<file path="src/hdl/bdpp_pkg.sv">
package bdpp_pkg;

  // Alignment of DMA transfers, given as log2 of the byte count.
  localparam int unsigned IntAlignLg = 4;
  localparam int unsigned ExtAlignLg = 5;

  // Widths of the request and plan fields.
  localparam int unsigned AddrW  = 32;
  localparam int unsigned DimW   = 16;
  localparam int unsigned PlanW  = 4;
  localparam int unsigned SplitW = 5;

  // Configuration register indexes.
  localparam int unsigned CfgIdxW = 1;
  localparam int unsigned CfgDataW = 16;
  localparam logic [CfgIdxW-1:0] CFG_ENGINE  = 1'd0;
  localparam logic [CfgIdxW-1:0] CFG_MIN_ROW = 1'd1;

  localparam logic [DimW-1:0] MinRowReset = 16'd128;

  typedef enum logic [PlanW-1:0] {
    PLAN_IGNORED      = 4'd0,
    PLAN_NO_ENGINE    = 4'd1,
    PLAN_DMA_CONTIG   = 4'd2,
    PLAN_CONTIG_SPLIT = 4'd3,
    PLAN_SMALL_CONTIG = 4'd4,
    PLAN_MISALIGNED   = 4'd5,
    PLAN_NARROW_ROW   = 4'd6,
    PLAN_ROW_DMA      = 4'd7,
    PLAN_ROWS_SPLIT   = 4'd8,
    PLAN_SMALL_ROWS   = 4'd9
  } plan_e;

  typedef struct packed {
    logic [AddrW-1:0] src_address;
    logic [AddrW-1:0] dst_address;
    logic [DimW-1:0]  src_pitch;
    logic [DimW-1:0]  dst_pitch;
    logic [DimW-1:0]  row_width;
    logic [DimW-1:0]  row_count;
    logic             src_external;
    logic             dst_external;
    logic             src_reachable;
    logic             dst_reachable;
  } req_t;

  typedef struct packed {
    logic [PlanW-1:0]  plan;
    logic [AddrW-1:0]  dma_src_address;
    logic [AddrW-1:0]  dma_dst_address;
    logic [AddrW-1:0]  dma_bytes;
    logic [DimW-1:0]   xfer_rows;
    logic [SplitW-1:0] head_bytes;
    logic [SplitW-1:0] tail_bytes;
  } res_t;

  typedef struct packed {
    logic            engine_on;
    logic [DimW-1:0] min_row;
  } cfg_t;

endpackage

</file>
<file path="src/hdl/bdpp_plan.sv">
module bdpp_plan (
  input  bdpp_pkg::req_t               req_i,
  input  logic [bdpp_pkg::AddrW-1:0]   total_i,
  input  bdpp_pkg::cfg_t               cfg_i,
  output bdpp_pkg::res_t               res_o
);

  // True when x is a multiple of the alignment that applies to this request.
  function automatic logic is_aligned(input logic [bdpp_pkg::AddrW-1:0] x,
                                      input logic ext);
    logic res;
    if (ext) begin
      res = (x[bdpp_pkg::ExtAlignLg-1:0] == '0);
    end else begin
      res = (x[bdpp_pkg::IntAlignLg-1:0] == '0);
    end
    return res;
  endfunction

  logic                              ext;
  logic                              capable;
  logic                              contig;
  logic                              no_req;
  logic [bdpp_pkg::AddrW-1:0]        n;
  logic [bdpp_pkg::ExtAlignLg-1:0]   s_lo;
  logic [bdpp_pkg::ExtAlignLg-1:0]   d_lo;
  logic                              same_mod;
  logic [bdpp_pkg::ExtAlignLg-1:0]   head;
  logic [bdpp_pkg::AddrW-1:0]        head_w;
  logic [bdpp_pkg::AddrW-1:0]        rest;
  logic [bdpp_pkg::ExtAlignLg-1:0]   tail;
  logic [bdpp_pkg::AddrW-1:0]        mid;
  logic [bdpp_pkg::AddrW-1:0]        mid_src;
  logic [bdpp_pkg::AddrW-1:0]        mid_dst;
  logic                              splittable;
  logic                              ok_whole;
  logic                              ok_split;
  logic                              strides_ok;

  // Request classification.
  assign ext     = req_i.src_external | req_i.dst_external;
  assign capable = req_i.src_reachable & req_i.dst_reachable;
  assign contig  = (req_i.src_pitch == req_i.row_width) &&
                   (req_i.dst_pitch == req_i.row_width);
  assign no_req  = (req_i.src_address == '0) || (req_i.dst_address == '0) ||
                   (req_i.row_width == '0) || (req_i.row_count == '0);

  // Contiguous copies move the whole area at once, row-wise copies one row.
  assign n = contig ? total_i : bdpp_pkg::AddrW'(req_i.row_width);

  // Head, middle and tail split on the external alignment.
  assign s_lo     = req_i.src_address[bdpp_pkg::ExtAlignLg-1:0];
  assign d_lo     = req_i.dst_address[bdpp_pkg::ExtAlignLg-1:0];
  assign same_mod = (s_lo == d_lo);
  assign head     = '0 - s_lo;
  assign head_w   = bdpp_pkg::AddrW'(head);
  assign rest     = n - head_w;
  assign tail     = rest[bdpp_pkg::ExtAlignLg-1:0];
  assign mid      = {rest[bdpp_pkg::AddrW-1:bdpp_pkg::ExtAlignLg],
                     {bdpp_pkg::ExtAlignLg{1'b0}}};
  assign mid_src  = req_i.src_address + head_w;
  assign mid_dst  = req_i.dst_address + head_w;

  assign splittable = (n != '0) && same_mod && (head_w <= n) && (mid != '0);

  // DMA suitability of the whole range and of the middle part.
  assign ok_whole = (n != '0) && capable &&
                    is_aligned(req_i.src_address, ext) &&
                    is_aligned(req_i.dst_address, ext) && is_aligned(n, ext);
  assign ok_split = splittable && capable && is_aligned(mid_src, ext) &&
                    is_aligned(mid_dst, ext) && is_aligned(mid, ext);
  assign strides_ok = contig ||
                      (is_aligned(bdpp_pkg::AddrW'(req_i.src_pitch), ext) &&
                       is_aligned(bdpp_pkg::AddrW'(req_i.dst_pitch), ext));

  // Plan selection and result fields; software plans leave the DMA part empty.
  always_comb begin
    res_o = '0;
    if (no_req) begin
      res_o.plan = bdpp_pkg::PLAN_IGNORED;
    end else if (!cfg_i.engine_on) begin
      res_o.plan = bdpp_pkg::PLAN_NO_ENGINE;
    end else if (!contig && (req_i.row_width < cfg_i.min_row)) begin
      res_o.plan = bdpp_pkg::PLAN_NARROW_ROW;
    end else if (ok_whole && strides_ok) begin
      res_o.plan            = contig ? bdpp_pkg::PLAN_DMA_CONTIG
                                     : bdpp_pkg::PLAN_ROW_DMA;
      res_o.dma_src_address = req_i.src_address;
      res_o.dma_dst_address = req_i.dst_address;
      res_o.dma_bytes       = n;
      res_o.xfer_rows       = contig ? '0 : req_i.row_count;
    end else if (ok_split && strides_ok) begin
      res_o.plan            = contig ? bdpp_pkg::PLAN_CONTIG_SPLIT
                                     : bdpp_pkg::PLAN_ROWS_SPLIT;
      res_o.dma_src_address = mid_src;
      res_o.dma_dst_address = mid_dst;
      res_o.dma_bytes       = mid;
      res_o.xfer_rows       = contig ? '0 : req_i.row_count;
      res_o.head_bytes      = head_w[bdpp_pkg::SplitW-1:0];
      res_o.tail_bytes      = tail;
    end else if (same_mod && !splittable) begin
      res_o.plan = contig ? bdpp_pkg::PLAN_SMALL_CONTIG
                          : bdpp_pkg::PLAN_SMALL_ROWS;
    end else begin
      res_o.plan = bdpp_pkg::PLAN_MISALIGNED;
    end
  end

endmodule

</file>
<file path="src/hdl/blit_dma_path_planner.sv">
// Plans 2D copy requests, one per clock cycle when the output keeps up. A
// request is held in an input register, the plan logic works on it
// combinationally, including the 16 x 16 product of row width and row count
// for contiguous copies, and the plan is held in a result register. A plan
// is offered from the result register once its request moves on from the
// input register, and the input stalls only while both registers are full
// and the output is stalled. Requests whose strides both equal the row width
// are contiguous; DMA alignment is 32 bytes when either side is external and
// 16 bytes otherwise, while the head and tail split always uses 32. There is
// no state between requests; the two configuration registers are read by
// every plan and should be written only while no request is in flight.
module blit_dma_path_planner (
  input  logic                            clk_i,
  input  logic                            rst_ni,
  input  logic                            cfg_we_i,
  input  logic [bdpp_pkg::CfgIdxW-1:0]    cfg_index_i,
  input  logic [bdpp_pkg::CfgDataW-1:0]   cfg_data_i,
  input  logic                            in_valid_i,
  output logic                            in_stall_o,
  input  bdpp_pkg::req_t                  in_data_i,
  output logic                            out_valid_o,
  input  logic                            out_stall_i,
  output bdpp_pkg::res_t                  out_data_o
);

  bdpp_pkg::cfg_t             cfg_q;
  logic                       s1_valid_q;
  bdpp_pkg::req_t             s1_q;
  logic [bdpp_pkg::AddrW-1:0] total_d;
  logic                       out_valid_q;
  bdpp_pkg::res_t             res_d;
  bdpp_pkg::res_t             out_q;
  logic                       out_ready;
  logic                       s1_ready;

  // Configuration registers.
  always_ff @(posedge clk_i or negedge rst_ni) begin
    if (!rst_ni) begin
      cfg_q.engine_on <= 1'b1;
      cfg_q.min_row   <= bdpp_pkg::MinRowReset;
    end else if (cfg_we_i) begin
      unique case (cfg_index_i)
        bdpp_pkg::CFG_ENGINE:  cfg_q.engine_on <= cfg_data_i[0];
        bdpp_pkg::CFG_MIN_ROW: cfg_q.min_row   <= cfg_data_i;
        default: ;
      endcase
    end
  end

  // Each stage moves on when the stage after it is empty or moving too.
  assign out_ready  = !out_valid_q || !out_stall_i;
  assign s1_ready   = !s1_valid_q || out_ready;
  assign in_stall_o = !s1_ready;

  always_ff @(posedge clk_i or negedge rst_ni) begin
    if (!rst_ni) begin
      s1_valid_q  <= 1'b0;
      out_valid_q <= 1'b0;
    end else begin
      if (s1_ready) begin
        s1_valid_q <= in_valid_i;
      end
      if (out_ready) begin
        out_valid_q <= s1_valid_q;
      end
    end
  end

  // Area of the request in bytes, fed straight into the plan logic.
  assign total_d = bdpp_pkg::AddrW'(s1_q.row_width) * bdpp_pkg::AddrW'(s1_q.row_count);

  always_ff @(posedge clk_i) begin
    if (in_valid_i && s1_ready) begin
      s1_q <= in_data_i;
    end
    if (s1_valid_q && out_ready) begin
      out_q <= res_d;
    end
  end

  bdpp_plan u_plan (
    .req_i   (s1_q),
    .total_i (total_d),
    .cfg_i   (cfg_q),
    .res_o   (res_d)
  );

  assign out_valid_o = out_valid_q;
  assign out_data_o  = out_q;

endmodule

</file>
<file path="config.mk">
export PLATFORM = sky130hd
export DESIGN_NAME = blit_dma_path_planner
export DESIGN_NICKNAME = d
export VERILOG_FILES = /design/src/hdl/bdpp_pkg.sv /design/src/hdl/bdpp_plan.sv /design/src/hdl/blit_dma_path_planner.sv
export SDC_FILE = /design/constraint.sdc
export NUM_CORES = 1
export LEC_CHECK = 0
export BUFFER_PORTS_ARGS = -buffer_cell sky130_fd_sc_hd__buf_2
export CAP_MARGIN = 20
export CORE_AREA = 2 2 244 246
export CTS_BUF_LIST = sky130_fd_sc_hd__clkbuf_2
export DETAILED_ROUTE_END_ITERATION = 7
export DIE_AREA = 0 0 246 248
export GPL_TIMING_DRIVEN = 0
export PLACE_DENSITY = 0.64
export SYNTH_ARGS = -nofsm -noshare
export SYNTH_HDL_FRONTEND = slang
export SYNTH_HIERARCHICAL = 1
export SYNTH_SLANG_ARGS = --single-unit
</file>
<file path="constraint.sdc">
create_clock -name clk_i -period 20.8 [get_ports clk_i]
set_input_delay 3.12 -clock clk_i [delete_from_list [all_inputs] [get_ports clk_i]]
set_output_delay 3.12 -clock clk_i [all_outputs]
set_load 0.02 [all_outputs]
</file>
==> impl_metrics.toml, run 1 <==
[sta]
grt_setup_unrepaired = "no"
fmax_mhz = 87.5
fin_crit_sh_pct = 54.9
tightest_slew_ns = 1.02
fin_setup_tns_ns = 0
timing.hold.ws_ns = 0.511
clock_skew_ns = 0.0741
setup_viol = 0
finalHoldViolCount = 0
period_minus_slack_ns = 11.42
slew_headroom_pct = 32.1
slew_violations = 0

[worst_setup_path]
rrSetupSlack_ns = 9.38
rr_worst_depth = 30
worstPathRequired_ns = 21.48
cpMostUsedCell = "fa_1"
rr_startpoint = "s1_q[30]"
slowest_stage = "edfxtp_1"
worstSetupStartpointType = "flip-flop"
worstSetupPathType = "reg -> reg"
max_stage_delay_ns = 0.96
cp_max_fo = 13
worst_setup_path_end_kind = "flip-flop"
arrival_ns = 12.11
r2r_end = "out_data_o[52]"

[yosys]
synthAdderAreaFrac_pct = 25.0
synth_edf_count = 258
ys_seq_elements = 277
synth-compound-area-share_pct = 7.64
synth_cell_types = 81
synth.area.mux_share_pct = 1.58
yosysSeqAreaShare_pct = 36.6
synth_cells = 2185
synthFlopType = "edfxtp_1"
synth-xor-area-share_pct = 4.91
yosysWarnings = 6
asyncSetResetFlopFracSynth_pct = 6.86
syn_avg_cell_area_sq_um = 10.3
syn_area_sq_mm = 0.0225
synth-simple-area-share_pct = 18.0
synth_top_family_by_area = "adder cells"

[die]
die_h_um = 248
row_count = 89
core_sq_mm = 0.0585
ios = 282
die_w_um = 246
die_area_sq_mm = 0.0610
initial_core_util_pct = 38.4

[placed_design]
io_buffer_count = 281
gp_congestion = 0.930
placed_cells = 3251
dp_hpwl_mm = 54.0

[finish]
syn2layout_area_growth_pct = 14.6
fin_cells = 3387
fillers = 5648
multi_input_area_sq_mm = 0.0129
ff_latch_area_sq_mm = 0.00823
finalNetCount = 3038
drive_gt1_share_pct = 18.2

[route]
route.detailed.drc = 0
dr.pass1.iters = 6
wire_per_inst_um = 20.4
vias = 18000
vias_per_cell = 5.31
first_iter_violations = 1349
ant_nets = 0
routed_wl_mm = 69.1

[hold_path]
holdPathEnd = "cfg_q[4]"
hp-class = "reg -> reg"
min_from = "cfg_q[4]"
holdPathStages = 1

[clock_tree]
cts_buffers = 71
cts_tree = "built"
postCtsHoldBufs = 0
cts_sinks = 277
insertion_delay_ns = 0.95
path_clk_slew_ns = 0.10
htreeDepth = 3
cts_resized = 0
cts_setup_buffers = 0
clockBufferDepth = 3
clockRootBuffer = "clkbuf_2"

[grt]
grt-ovfl-total = 0
grt.total_usage_pct = 22.6
grt_max_degree = 68
antenna_found_initial = 5
first_global_vias = 18600
grt_pass1_wl_mm = 105

[flow_run]
drv_cap = 0

[power]
p_per_area_mw_per_mm2 = 169
ir_drop_mv = 0.321
p_leak_nw = 11.2

[outcome]
status = "finished, final reports clean"
how the worst max path moves through the flow:
stage,to,depth (start not counted),from
after floorplan,out_data_o[0],1,out_stall_i
final,out_data_o[52],30,s1_q[30]
after detailed placement,out_data_o[47],29,s1_q[30]
after global routing,out_data_o[52],30,s1_q[30]
after CTS,out_data_o[47],29,s1_q[29]
after global placement,out_data_o[15],2,out_stall_i
power by group:
| group | switching, mW | internal (mW) | total, mW |
|---|---|---|---|
| clock | 0.234 | 0.180 | 0.414 |
| sequential | 0.0404 | 0.653 | 0.693 |
| combinational | 2.13 | 1.12 | 3.24 |
| total | 2.40 | 1.95 | 4.35 |
area by class of cell:
type	instances	share of cell area [%]
clock buffer	99	1.92
timing repair buffer	287	5.90
clock inverter	29	0.899
inverter	265	3.86
multi-input combinational	1560	50.0
sequential	277	32.0
antenna	7	0.0680
tap	773	3.76
buffer	90	1.60
logic make-up after synthesis:
kind of cell / Yosys count
other: 1
buffers and inverters: 355
AND/OR/NAND/NOR: 814
XOR/XNOR: 126
flip-flops: 277
adder cells (fa/ha/maj): 332
AO/OA/AOI/OAI: 247
multiplexers: 33
cells in the mapped netlist, types with 40 or more instances:
cell	instances	area [sq um]
inv_1	265	995
edfxtp_1	258	7750
nand2_1	247	927
fa_1	196	3920
nor2_1	176	661
ha_1	136	1700
and2_1	131	820
xor2_1	69	604
clkbuf_1	66	248
a21oi_1	57	285
xnor2_1	57	499
nand3_1	55	275
o21ai_0	40	200
metal layers:
layer / global-route usage (%) / part of all wire (%) / vias up
li1: - / - / 8184
met1: 30.6 / 43 / 8896
met2: 35.5 / 46 / 798
met3: 6.02 / 9.2 / 113
met4: 6.67 / 2.3 / 2
met5: 0 / 0.019 / -
worst max-delay path, delay by kind of cell (launching register included):
| kind | cells | cell delay, ns |
|---|---|---|
| flip-flops | 1 | 0.96 |
| XOR/XNOR | 1 | 0.19 |
| AND/OR/NAND/NOR | 9 | 3.12 |
| buffers and inverters | 5 | 1.00 |
| multiplexers | 1 | 0.20 |
| adder cells (fa/ha/maj) | 7 | 3.47 |
| AO/OA/AOI/OAI | 7 | 2.21 |
sequential cells by signal (all words and copies together), names as in the netlist:
signal and count:
s1_q 132, out_data_o 126, cfg_q 17, out_valid_o 1, s1_valid_q 1
through the flow:
stage	instance area [sq um]	utilization, %	power (mW)	setup slack (ns)
finish	25700	44.0	4.35	9.38
global route	25700	44.0	4.73	8.97
CTS	25700	44.0	4.32	9.53
detailed placement	25000	42.8	3.87	9.61
global placement	24900	42.5	3.86	3.24
floorplan	22500	-	2.99	7.80
placed cells by master (no fill, tap or decap), types with 38 or more instances in the layout:
cell type,netlist,layout
nor4_1,38,38
a21oi_1,57,57
nor3_1,38,38
buf_2,11,292
and2_1,131,130
nand2_1,247,247
xnor2_1,57,57
o21ai_0,40,40
nor2_1,176,176
inv_1,265,265
clkbuf_2,0,100
nand3_1,55,55
clkbuf_1,66,66
edfxtp_1,258,258
ha_1,136,136
fa_1,196,196
xor2_1,69,69
Note: power is estimated with default switching activity, not from simulation.
==> inputs of run 2 (changes only) <==
- ABC_AREA: unset -> 1
- CORE_AREA: 2 2 244 246 -> 2 2 252 254
- DIE_AREA: 0 0 246 248 -> 0 0 254 256
- clock period: 20.8 -> 11.9 ns (I/O delays scaled with it)
==> run 2 against run 1 <==
Clock skew grew 0.030 ns. Critical path type unchanged. First-iteration DRC count up 13%. Largest cell class unchanged. Final cell count up 22%. Largest power group unchanged. Final area increased by 6.4%.
==> impl_metrics.toml, run 2 <==
[sta]
fin_setup_tns_ns = 0
setup_viol = 0
finalHoldViolCount = 0
slew_violations = 0
tightest_slew_ns = 1.19
fin_crit_sh_pct = 81.4
period_minus_slack_ns = 9.69
slew_headroom_pct = 20.8
clock_skew_ns = 0.104
grt_setup_unrepaired = "no"
fmax_mhz = 103

[yosys]
syn_area_sq_mm = 0.0240
yosysTopAreaCellShare_pct = 32.3
synth.most_common_cell = "nand2_1"
synth_edf_count = 258
synth_cell_types = 61
yosysSeqAreaShare_pct = 34.2
yosys.area.top_type = "edfxtp_1"
syn_avg_cell_area_sq_um = 8.44
ys_seq_elements = 277
yosysWarnings = 6
synthTopCellsByArea = "edfxtp_1 32%, fa_1 16%, nand2_1 12%, inv_1 9.4%, ha_1 7.1%"
synthFlopType = "edfxtp_1"
synth_cells = 2847
yosys-top-cells-count = "780 x nand2_1, 600 x inv_1, 258 x edfxtp_1"
asyncSetResetFlopFracSynth_pct = 6.86

[worst_setup_path]
cp_max_fo = 10
crit_buf_inv = 6
rrSetupSlack_ns = 2.21
arrival_ns = 10.32
slowest_stage = "o41ai_1"
max_stage_delay_ns = 0.74
worstPathRequired_ns = 12.53
r2r_end = "out_data_o[47]"
rr_startpoint = "s1_q[29]"
rr_worst_depth = 32
worstSetupStartpointType = "flip-flop"
worstSetupPathType = "reg -> reg"
crit_family = "adder cells"
cpMostUsedCell = "fa_1"
worst_setup_path_end_kind = "flip-flop"

[clock_tree]
htreeDepth = 3
clockBufferDepth = 3
cts_sinks = 277
cts_buffers = 74
cts_tree = "built"
insertion_delay_ns = 1.03
path_clk_slew_ns = 0.10
cts_setup_buffers = 0
postCtsHoldBufs = 0
clockRootBuffer = "clkbuf_2"
cts_resized = 0

[die]
die_area_sq_mm = 0.0650
initial_core_util_pct = 38.5
die_w_um = 254
die_h_um = 256
row_count = 92
core_sq_mm = 0.0624
ios = 282

[placed_design]
io_buffer_count = 281
gp_congestion = 0.959
dpl_cell_area_sq_mm = 0.0267
dp_hpwl_mm = 57.7

[hold_path]
holdPathStages = 2
min_from = "cfg_q[0]"
hp-class = "reg -> reg"
holdPathEnd = "cfg_q[0]"

[route]
vias_per_cell = 4.83
dr.pass1.iters = 5
routed_wl_mm = 71.3
ant_nets = 0
wire_per_inst_um = 17.3
vias = 19900
first_iter_violations = 1527
route.detailed.drc = 0

[flow_run]
drv_cap = 0

[finish]
design_area_sq_mm = 0.0274
regMostFlops = "s1_q"
syn2layout_area_growth_pct = 14.0
drive_gt1_share_pct = 17.2
fillers = 6389
largest_reg_flops = 132
layout_common_cells = "780 x nand2_1, 599 x inv_1, 293 x buf_2"
final_common_cell = "nand2_1"
finalNetCount = 3705

[grt]
first_global_vias = 19600
grt-ovfl-total = 0
antenna_found_initial = 7
grt_max_degree = 85
grt_pass1_wl_mm = 111
grt.total_usage_pct = 22.4

[outcome]
status = "finished, final reports clean"

[power]
clkPwrFrac_pct = 8.6
ir_drop_mv = 0.439
p_int_mw = 3.34
p_per_area_mw_per_mm2 = 292
combPwrFrac_pct = 76.2
switchingPower_mw = 4.65
power.share.switching_pct = 58.2
p_leak_nw = 14.1
power_frac_seq_pct = 15.2
run 2: tightest hold or removal path: stages (launching register included):
cell,delay [ns]
dfrtp_1,0.37
nand2_1,0.05
o21ai_0,0.06
run 2: final cells by class:
cell class | instances | area [sq um] | area share (%)
Antenna cell | 6 | 15.0 | 0.0548
Buffer | 101 | 507 | 1.85
Clock buffer | 112 | 561 | 2.05
Clock inverter | 23 | 135 | 0.493
Inverter | 618 | 2320 | 8.49
Multi-Input combinational cell | 1858 | 13000 | 47.5
Sequential cell | 277 | 8230 | 30.0
Tap cell | 846 | 1060 | 3.87
Timing Repair Buffer | 289 | 1550 | 5.67
run 2: cell families after synthesis:
group,share of synthesized area (%)
xor gates and xnor gates,2.95
DFF,34.2
other,0.0156
and+or+nand+nor,23.5
adders and majority gates,23.4
buffers and inverters,11.8
AOI/OAI and AO/OA,3.33
muxes,0.745
run 2: metrics by stage:
step	util, %	hold WS [ns]	cells	total power [mW]	worst slack [ns]
final	43.9	0.506	4130	7.99	2.21
after global routing	43.9	0.536	4130	8.75	1.88
after CTS	43.9	0.504	4123	7.91	2.54
after detailed placement	42.7	0.479	3988	7.15	2.58
after global placement	42.5	0.453	3981	7.15	0.113
after floorplan	-	0.433	2854	5.40	3.53
run 2: power by group through the flow:
stage / combinational (mW) / clock (mW) / sequential (mW)
2_1_floorplan: 4.11 / 0 / 1.29
3_3_place_gp: 5.89 / 0 / 1.26
3_5_place_dp: 5.91 / 0 / 1.24
4_1_cts: 5.97 / 0.722 / 1.22
5_1_grt: 6.76 / 0.765 / 1.23
6_report: 6.09 / 0.687 / 1.22
run 2: worst max-delay path by stage:
stage          cells after the start  slack, ns        endpoint         from
3_5_place_dp                      32       2.58  out_data_o[43]     s1_q[29]
2_1_floorplan                      1       3.53   out_data_o[0]  out_stall_i
6_report                          32       2.21  out_data_o[47]     s1_q[29]
3_3_place_gp                       2       0.11  out_data_o[19]  out_stall_i
5_1_grt                           32       1.88  out_data_o[43]     s1_q[22]
4_1_cts                           34       2.54  out_data_o[43]     s1_q[27]
run 2: metal layers:
metal	vias to the layer above	part of all wire [%]	global-route usage, %
met1	9462	45	31.6
met3	126	7.9	4.74
met2	756	44	33.9
li1	9589	-	-
met4	2	3.2	7.88
met5	-	0.018	0
